===== src/rtl/scr_pkg.sv =====
// Shared types and constants for the squares counter-based random generator.
// No dependencies.
`default_nettype none

package scr_pkg;

   localparam int unsigned WordBits = 64;
   localparam int unsigned HalfBits = 32;

   // Side data that travels down the pipeline next to each request
   typedef struct packed {
      logic                last;
      logic [WordBits-1:0] y;
      logic [WordBits-1:0] z;
   } ctx_type;

   function automatic logic [WordBits-1:0] swap_halves(input logic [WordBits-1:0] v);
      swap_halves = {v[HalfBits-1:0], v[WordBits-1:HalfBits]};
   endfunction

endpackage

`default_nettype wire


===== src/rtl/scr_round.sv =====
// One squaring round: x_out = swap_halves(x*x + addend), two register stages.
// Depends on scr_pkg.
`default_nettype none

module scr_round (
   input  wire logic                          clock,
   input  wire logic                          reset,
   input  wire logic                          in_valid,
   input  wire scr_pkg::ctx_type              in_ctx,
   input  wire logic [scr_pkg::WordBits-1:0]  x,
   input  wire logic [scr_pkg::WordBits-1:0]  addend,
   output logic                               out_valid,
   output scr_pkg::ctx_type                   out_ctx,
   output logic [scr_pkg::WordBits-1:0]       x_out
);

   localparam int unsigned W = scr_pkg::WordBits;
   localparam int unsigned H = scr_pkg::HalfBits;

   logic             va_ff, vb_ff;
   logic [W-1:0]     ll_ff;
   logic [H-1:0]     cr_ff;
   logic [W-1:0]     add_ff;
   scr_pkg::ctx_type ctxa_ff, ctxb_ff;
   logic [W-1:0]     x_ff;

   logic [W-1:0] ll_in;
   logic [W-1:0] cr_full;
   logic [H-1:0] cr2;
   logic [W-1:0] sum;

   // square mod 2^64: lo*lo plus twice the low half of lo*hi, shifted up
   assign ll_in   = W'(x[H-1:0]) * W'(x[H-1:0]);
   assign cr_full = W'(x[H-1:0]) * W'(x[W-1:H]);
   assign cr2     = {cr_ff[H-2:0], 1'b0};
   assign sum     = ll_ff + {cr2, {H{1'b0}}} + add_ff;

   always_ff @(posedge clock) begin
      if (reset) begin
         va_ff <= 1'b0;
         vb_ff <= 1'b0;
      end else begin
         va_ff <= in_valid;
         vb_ff <= va_ff;
      end
   end

   always_ff @(posedge clock) begin
      ll_ff   <= ll_in;
      cr_ff   <= cr_full[H-1:0];
      add_ff  <= addend;
      ctxa_ff <= in_ctx;

      x_ff    <= scr_pkg::swap_halves(sum);
      ctxb_ff <= ctxa_ff;
   end

   assign out_valid = vb_ff;
   assign out_ctx   = ctxb_ff;
   assign x_out     = x_ff;

endmodule

`default_nettype wire


===== config.mk =====
export PLATFORM = sky130hd
export DESIGN_NAME = scr_round
export DESIGN_NICKNAME = d
export VERILOG_FILES = /design/src/rtl/scr_pkg.sv /design/src/rtl/scr_round.sv
export SDC_FILE = /design/constraint.sdc
export NUM_CORES = 2
export LEC_CHECK = 0
export BUFFER_PORTS_ARGS = -buffer_cell sky130_fd_sc_hd__buf_2
export CORE_UTILIZATION = 30
export CTS_CLUSTER_SIZE = 14
export DETAILED_ROUTE_END_ITERATION = 16
export PLACE_DENSITY_LB_ADDON = 0.15
export SETUP_SLACK_MARGIN = 0.1
export SYNTH_ARGS = -nofsm -noshare
export SYNTH_HDL_FRONTEND = slang
export SYNTH_SLANG_ARGS = --single-unit

===== constraint.sdc =====
create_clock -name clock -period 9.5 [get_ports clock]
set_clock_uncertainty 0.15 [all_clocks]
set_input_delay 1.425 -clock clock [delete_from_list [all_inputs] [get_ports clock]]
set_output_delay 1.425 -clock clock [all_outputs]
set_load 0.02 [all_outputs]

======== After elaboration in Yosys (flattened, before gate mapping) ========
Index checks and enable logic that the tools add are counted.
word-level totals
  bits in registers ....................... 483
  bits in latches ......................... 0
  RAM bits ................................ 0
  ROM bits ................................ 0
  input port bits ......................... 260
  output and inout port bits .............. 194
  logic and storage cells ................. 16
  memories kept ........................... 0
operators by class
  $add $sub $neg .......................... 2
  $mul .................................... 2
  divide/modulo/power cells ............... 0
  magnitude comparators ................... 0
  equality and inequality tests ........... 0
  shifts and indexed selects .............. 0
  muxes and demuxes ....................... 0
  bitwise gates (word level) .............. 0
  reductions and logical operators ........ 0
operator list
  operator                      number
  adder 64 bit                  2
  multiplier 32 x 32 -> 64 bit  1
  multiplier 32 x 32 -> 31 bit  1

======== Depth between registers and ports, before layout ========
  depth after elaboration ................. 2
  depth in mapped cells ................... 30
  mapped depth without buffers ............ 28

======== Least setup slack after synthesis ========
OpenSTA, ideal clock, no wires.
  kind .................................... input to register
  start ................................... input port x[4] (netlist name)
  end ..................................... register ll_ff[63]
  setup time .............................. 0.115 ns
  arrival time ............................ 8.723 ns
  required time ........................... 9.235 ns
  path slack .............................. 0.512 ns
  stages .................................. 28
  buffers on the path ..................... 3
  path through ............................ clkbuf_1 -> clkbuf_1 -> clkbuf_1 -> nand2_1 -> fa_1 -> inv_1 -> fa_1 -> inv_1 -> fa_1 -> fa_1 -> inv_1 -> fa_1 -> inv_1 -> fa_1 -> inv_1 -> fa_1 -> fa_1 -> ha_1 -> a21oi_1 -> o221ai_1 -> a221oi_1 -> o31ai_2 -> a2bb2oi_2 -> a221oi_2 -> o221ai_1 -> a31oi_1 -> o21ai_0 -> and3_1
between the ends
  word-level cells in the longest chain between the ends .. 1
ends and longest elaborated chain
  element                       RTL line         source
  start, declared               scr_round.sv:10  input wire logic [scr_pkg::WordBits-1:0] x,
  multiplier 32 x 32 -> 64 bit  scr_round.sv:33  assign ll_in = W'(x[H-1:0]) * W'(x[H-1:0]);
  net ll_in[63]                 scr_round.sv:27  logic [W-1:0] ll_in;
  end signal, assigned          scr_round.sv:49  ll_ff <= ll_in;
  end, declared                 scr_round.sv:21  logic [W-1:0] ll_ff;
The timed path passes the listed nets, and every way through them passes these cells.
A chain may end at the register's enable or synchronous reset.

======== Final worst setup path ========
  start ................................... input port x[14] (netlist name)
  end ..................................... register ll_ff[60]
Same word-level chain as after synthesis.

==> report_table.html <==
<table>
<tr><th>Metric</th><th>Value</th></tr>
<tr><th colspan="2">Logic synthesis</th></tr>
<tr><td>Share of the synthesized area in compound gates (AO/OA/AOI/OAI)</td><td>under 10%</td></tr>
<tr><td>Total of flip-flops plus latches after synthesis</td><td>482</td></tr>
<tr><td>Adder-cell area share of the yosys netlist</td><td>between 50% and 60%</td></tr>
<tr><td>Async SR Flop Fraction</td><td>0%</td></tr>
<tr><td>Share of synthesized area occupied by flip-flops and latches</td><td>16.6%</td></tr>
<tr><td>Simple-gate share of the synthesized area</td><td>between 10% and 20%</td></tr>
<tr><td>Synthesized Nets</td><td>7895</td></tr>
<tr><td>Count of distinct cell types in the synthesized netlist</td><td>75</td></tr>
<tr><td>Leading register cell type out of synthesis</td><td>sky130_fd_sc_hd__dfxtp_1</td></tr>
<tr><td>Post-synth EDFFs</td><td>0</td></tr>
<tr><td>Post-Synthesis Mean Instance Area</td><td>a little under 10 um2</td></tr>
<tr><td>Multiplexer share of the synthesized area</td><td>0.0733%</td></tr>
<tr><td>Main combinational cell family by area after synthesis</td><td>adder cells</td></tr>
<tr><td>XOR/XNOR share of the synthesized area</td><td>between 3 and 4%</td></tr>
<tr><td>Cell area after synthesis</td><td>around 0.058 mm2</td></tr>
<tr><td>Post-Synthesis Cells</td><td>5924</td></tr>
<tr><td>Warnings, synthesis</td><td>0</td></tr>
<tr><th colspan="2">Critical path</th></tr>
<tr><td>Worst Setup Start Kind</td><td>input port</td></tr>
<tr><td>Arrival time of data at the critical path endpoint</td><td>9.54 ns</td></tr>
<tr><td>FF-to-FF End</td><td>x_out[31]</td></tr>
<tr><td>Standard cell with the maximum stage delay on the critical path</td><td>sky130_fd_sc_hd__fa_1</td></tr>
<tr><td>Largest incremental delay on the critical path</td><td>0.59 ns</td></tr>
<tr><td>Reg-to-Reg Start</td><td>ll_ff[3]</td></tr>
<tr><td>Critical path peak fanout</td><td>14</td></tr>
<tr><td>Critical path start-end classification</td><td>in2reg</td></tr>
<tr><td>Worst R2R Path Depth</td><td>12</td></tr>
<tr><td>Dominant cell type by count on the critical path</td><td>sky130_fd_sc_hd__fa_1</td></tr>
<tr><td>Worst setup slack for register-to-register paths</td><td>5.25 ns</td></tr>
<tr><td>Endpoint class of the critical path</td><td>flip-flop</td></tr>
<tr><td>Data required time at the worst endpoint</td><td>9.92 ns</td></tr>
<tr><th colspan="2">Place</th></tr>
<tr><td>Number of instances in the placed design</td><td>9041</td></tr>
<tr><td>Final RePlAce weighted congestion</td><td>0.873</td></tr>
<tr><td>HPWL after detailed placement</td><td>156 mm</td></tr>
<tr><td>Total placed instance area</td><td>about 0.066 mm2</td></tr>
<tr><td>Port buffer count</td><td>452</td></tr>
<tr><td>Dpl ws</td><td>-0.241 ns</td></tr>
<tr><th colspan="2">Global routing</th></tr>
<tr><td>Grt peak-use layer</td><td>met2</td></tr>
<tr><td>Global Route Usage Sum</td><td>18.6%</td></tr>
<tr><td>Maximum number of pins on one net before global-route repair</td><td>42</td></tr>
<tr><td>Global-route met1 utilization</td><td>23.9%</td></tr>
<tr><td>Wire length of the first global-routing pass</td><td>276 mm</td></tr>
<tr><td>GR Util met3</td><td>approximately 1.9%</td></tr>
<tr><td>Global-route track usage on met2</td><td>between 30% and 40%</td></tr>
<tr><td>Vias in the first global route</td><td>45234</td></tr>
<tr><td>Overflow left after global routing</td><td>0</td></tr>
<tr><td>Antenna violations before repair</td><td>18</td></tr>
<tr><th colspan="2">Clock tree</th></tr>
<tr><td>Post-cts gate resize count</td><td>0</td></tr>
<tr><td>Max Root-Sink Buffers</td><td>3</td></tr>
<tr><td>TritonCTS Buffers</td><td>50</td></tr>
<tr><td>Root buffer cell</td><td>sky130_fd_sc_hd__clkbuf_16</td></tr>
<tr><td>Clock H-tree levels</td><td>2</td></tr>
<tr><td>Clock tree from TritonCTS</td><td>yes</td></tr>
<tr><td>Clock edge transition at the registers on the reported setup and hold paths</td><td>about 0.060 ns</td></tr>
<tr><td># hold bufs at CTS</td><td>0</td></tr>
<tr><td>Clock net sink count</td><td>482</td></tr>
<tr><td>Post-CTS repair timing setup buffer count</td><td>0</td></tr>
<tr><td>Worst skew pair latency</td><td>0.65 ns</td></tr>
<tr><th colspan="2">Floorplan</th></tr>
<tr><td>Die area</td><td>0.195 mm2</td></tr>
<tr><td>Num rows</td><td>161</td></tr>
<tr><td>Ports placed on the boundary</td><td>454</td></tr>
<tr><td>Area of the core</td><td>0.192 mm2</td></tr>
<tr><td>Vertical die dimension</td><td>442 um</td></tr>
<tr><td>Die X-Extent</td><td>~440 um</td></tr>
<tr><td>Initial core utilization</td><td>a little under a third</td></tr>
<tr><th colspan="2">Routing</th></tr>
<tr><td>WL/cell</td><td>between 15 and 20 um</td></tr>
<tr><td>Post-route DRC violation count</td><td>0</td></tr>
<tr><td>Starting DRC count in detailed routing</td><td>~1700</td></tr>
<tr><td>Routed via count</td><td>between 40000 and 50000</td></tr>
<tr><td>Number of optimization iterations in the first detailed-route pass</td><td>5</td></tr>
<tr><td>Post-detailed-route count of antenna-violating nets</td><td>0</td></tr>
<tr><td>Avg Vias per Cell</td><td>4.41</td></tr>
<tr><td>Total wirelength of the detailed-routed design</td><td>between 150 and 200 mm</td></tr>
<tr><th colspan="2">Cells and area</th></tr>
<tr><td>Post-route design area</td><td>approximately 0.068 mm2</td></tr>
<tr><td>Final Util</td><td>35.1%</td></tr>
<tr><td>Number of filler cells placed in the layout</td><td>19765</td></tr>
<tr><td>Final cell count without fillers</td><td>9136</td></tr>
<tr><td>Area Overhead vs Synth</td><td>16.4%</td></tr>
<tr><td>Fraction of final layout cells with drive strength greater than 1</td><td>14.6%</td></tr>
<tr><td>Layout net count</td><td>approximately 8500</td></tr>
<tr><th colspan="2">STA</th></tr>
<tr><td>Share of the cycle needed by the critical path after routing</td><td>96.0%</td></tr>
<tr><td>Unrepaired setup endpoints after global routing</td><td>false</td></tr>
<tr><td>Final critical delay including setup and external delays</td><td>around 9 ns</td></tr>
<tr><td>Relative slew slack</td><td>47.1%</td></tr>
<tr><td>Number of setup violations in the final report</td><td>0</td></tr>
<tr><td>Max Clk Rate</td><td>110 MHz</td></tr>
<tr><td>Worst Slack Setup Final</td><td>0.378 ns</td></tr>
<tr><td>Worst-margin pin slew</td><td>0.788 ns</td></tr>
<tr><td>Number of endpoints with negative hold slack in the final report</td><td>0</td></tr>
<tr><td>Final max-slew violation count</td><td>0</td></tr>
<tr><th colspan="2">Min path</th></tr>
<tr><td>Launch point of the worst hold path</td><td>ctxa_ff[63]</td></tr>
<tr><td>Hold endpoint</td><td>out_ctx[63]</td></tr>
<tr><td>Worst hold path cell count</td><td>0</td></tr>
<tr><td>Class of the tightest hold or removal check</td><td>reg2reg</td></tr>
<tr><th colspan="2">Job</th></tr>
<tr><td>Maxcap violations</td><td>0</td></tr>
<tr><th colspan="2">Outcome</th></tr>
<tr><td>Status</td><td>finished, final reports clean</td></tr>
</table>
## worst max-delay path: cells and delay by family
family / cells / cell delay (ns)
xor gates and xnor gates: 1 / 0.21
buffers and inverters: 11 / 1.66
adders and majority gates: 9 / 4.31
and+or+nand+nor: 4 / 0.54
AOI/OAI and AO/OA: 5 / 1.34
## per-layer routing
layer	part of all wire, %	vias up
met5	0.020	-
met2	50	830
met4	2.6	6
met3	3.4	200
met1	44	20438
li1	-	18811
## kinds of logic after synthesis
logic type                 count (synthesis)
xor gates and xnor gates                 240
muxes                                      4
adders and majority gates               1711
DFF                                      482
and+or+nand+nor                         1303
AOI/OAI and AO/OA                        482
buffers and inverters                   1702
## sequential cells by signal, indices dropped and copies added (netlist names)
register and flops:
cr_ff 31, va_ff 1, out_valid 1, add_ff 64
ll_ff 63, out_ctx 129, x_out 64, ctxa_ff 129
## synthesized netlist by cell type (19+ instances only)
master | count | area [um2]
sky130_fd_sc_hd__and2_1 | 363 | 2270
sky130_fd_sc_hd__fa_1 | 1202 | 24100
sky130_fd_sc_hd__nand3_1 | 38 | 190
sky130_fd_sc_hd__nor3_1 | 21 | 105
sky130_fd_sc_hd__ha_1 | 509 | 6370
sky130_fd_sc_hd__dfxtp_1 | 482 | 9650
sky130_fd_sc_hd__xnor2_1 | 166 | 1450
sky130_fd_sc_hd__a21o_1 | 88 | 661
sky130_fd_sc_hd__xor2_1 | 74 | 648
sky130_fd_sc_hd__a21oi_1 | 145 | 726
sky130_fd_sc_hd__nor2_1 | 101 | 379
sky130_fd_sc_hd__clkbuf_1 | 231 | 867
sky130_fd_sc_hd__o21ai_0 | 64 | 320
sky130_fd_sc_hd__nand2_1 | 690 | 2590
sky130_fd_sc_hd__o21bai_1 | 29 | 218
sky130_fd_sc_hd__nor2b_1 | 19 | 119
sky130_fd_sc_hd__inv_1 | 1461 | 5480
## how the worst max path moves through the flow
stage / from / slack [ns] / to / depth (start not counted)
3_5_place_dp: x[14] / -0.24 / ll_ff[60] / 30
4_1_cts: x[19] / 0.45 / ll_ff[60] / 29
3_3_place_gp: x[19] / -0.24 / ll_ff[60] / 29
2_1_floorplan: x[4] / 0.51 / ll_ff[63] / 28
5_1_grt: x[14] / 0.12 / ll_ff[60] / 30
6_report: x[14] / 0.38 / ll_ff[60] / 30
## area by class of cell
cell class	instances	area, um2	share of cell area [%]
sequential	482	9650	14.3
clock inverter	23	443	0.656
multi-input combinational	3740	42000	62.2
antenna	8	20.0	0.0296
tap	2526	3160	4.68
clock buffer	64	1380	2.05
inverter	1461	5480	8.12
timing repair buffer	832	5430	8.04
## layout by cell type, fill, tap and decap left out, types with 14 or more instances in the layout
| cell type | instances |
|---|---|
| sky130_fd_sc_hd__a31o_2 | 17 |
| sky130_fd_sc_hd__buf_12 | 25 |
| sky130_fd_sc_hd__fa_1 | 1202 |
| sky130_fd_sc_hd__nand4_1 | 18 |
| sky130_fd_sc_hd__clkbuf_16 | 50 |
| sky130_fd_sc_hd__nand2_1 | 690 |
| sky130_fd_sc_hd__xnor2_1 | 166 |
| sky130_fd_sc_hd__o21bai_1 | 29 |
| sky130_fd_sc_hd__buf_4 | 355 |
| sky130_fd_sc_hd__a21oi_1 | 145 |
| sky130_fd_sc_hd__and2_1 | 363 |
| sky130_fd_sc_hd__buf_2 | 451 |
| sky130_fd_sc_hd__inv_1 | 1461 |
| sky130_fd_sc_hd__nor2_1 | 101 |
| sky130_fd_sc_hd__nor2b_1 | 19 |
| sky130_fd_sc_hd__ha_1 | 509 |
| sky130_fd_sc_hd__o21ai_0 | 64 |
| sky130_fd_sc_hd__xor2_1 | 74 |
| sky130_fd_sc_hd__a211oi_1 | 14 |
| sky130_fd_sc_hd__a31oi_1 | 18 |
| sky130_fd_sc_hd__nand3_1 | 38 |
| sky130_fd_sc_hd__a21o_1 | 88 |
| sky130_fd_sc_hd__nor3_1 | 21 |
| sky130_fd_sc_hd__dfxtp_1 | 482 |
## metrics by stage
step / setup TNS [ns] / hold WS, ns
final: 0 / 0.173
after CTS: 0 / 0.174
after detailed placement: -0.677 / 0.162
after floorplan: 0 / 0.160
after global routing: 0 / 0.178
after global placement: -0.726 / 0.160
Power is not shown: default switching activity piles up to over one toggle a cycle in this logic, so the estimate is an artifact.
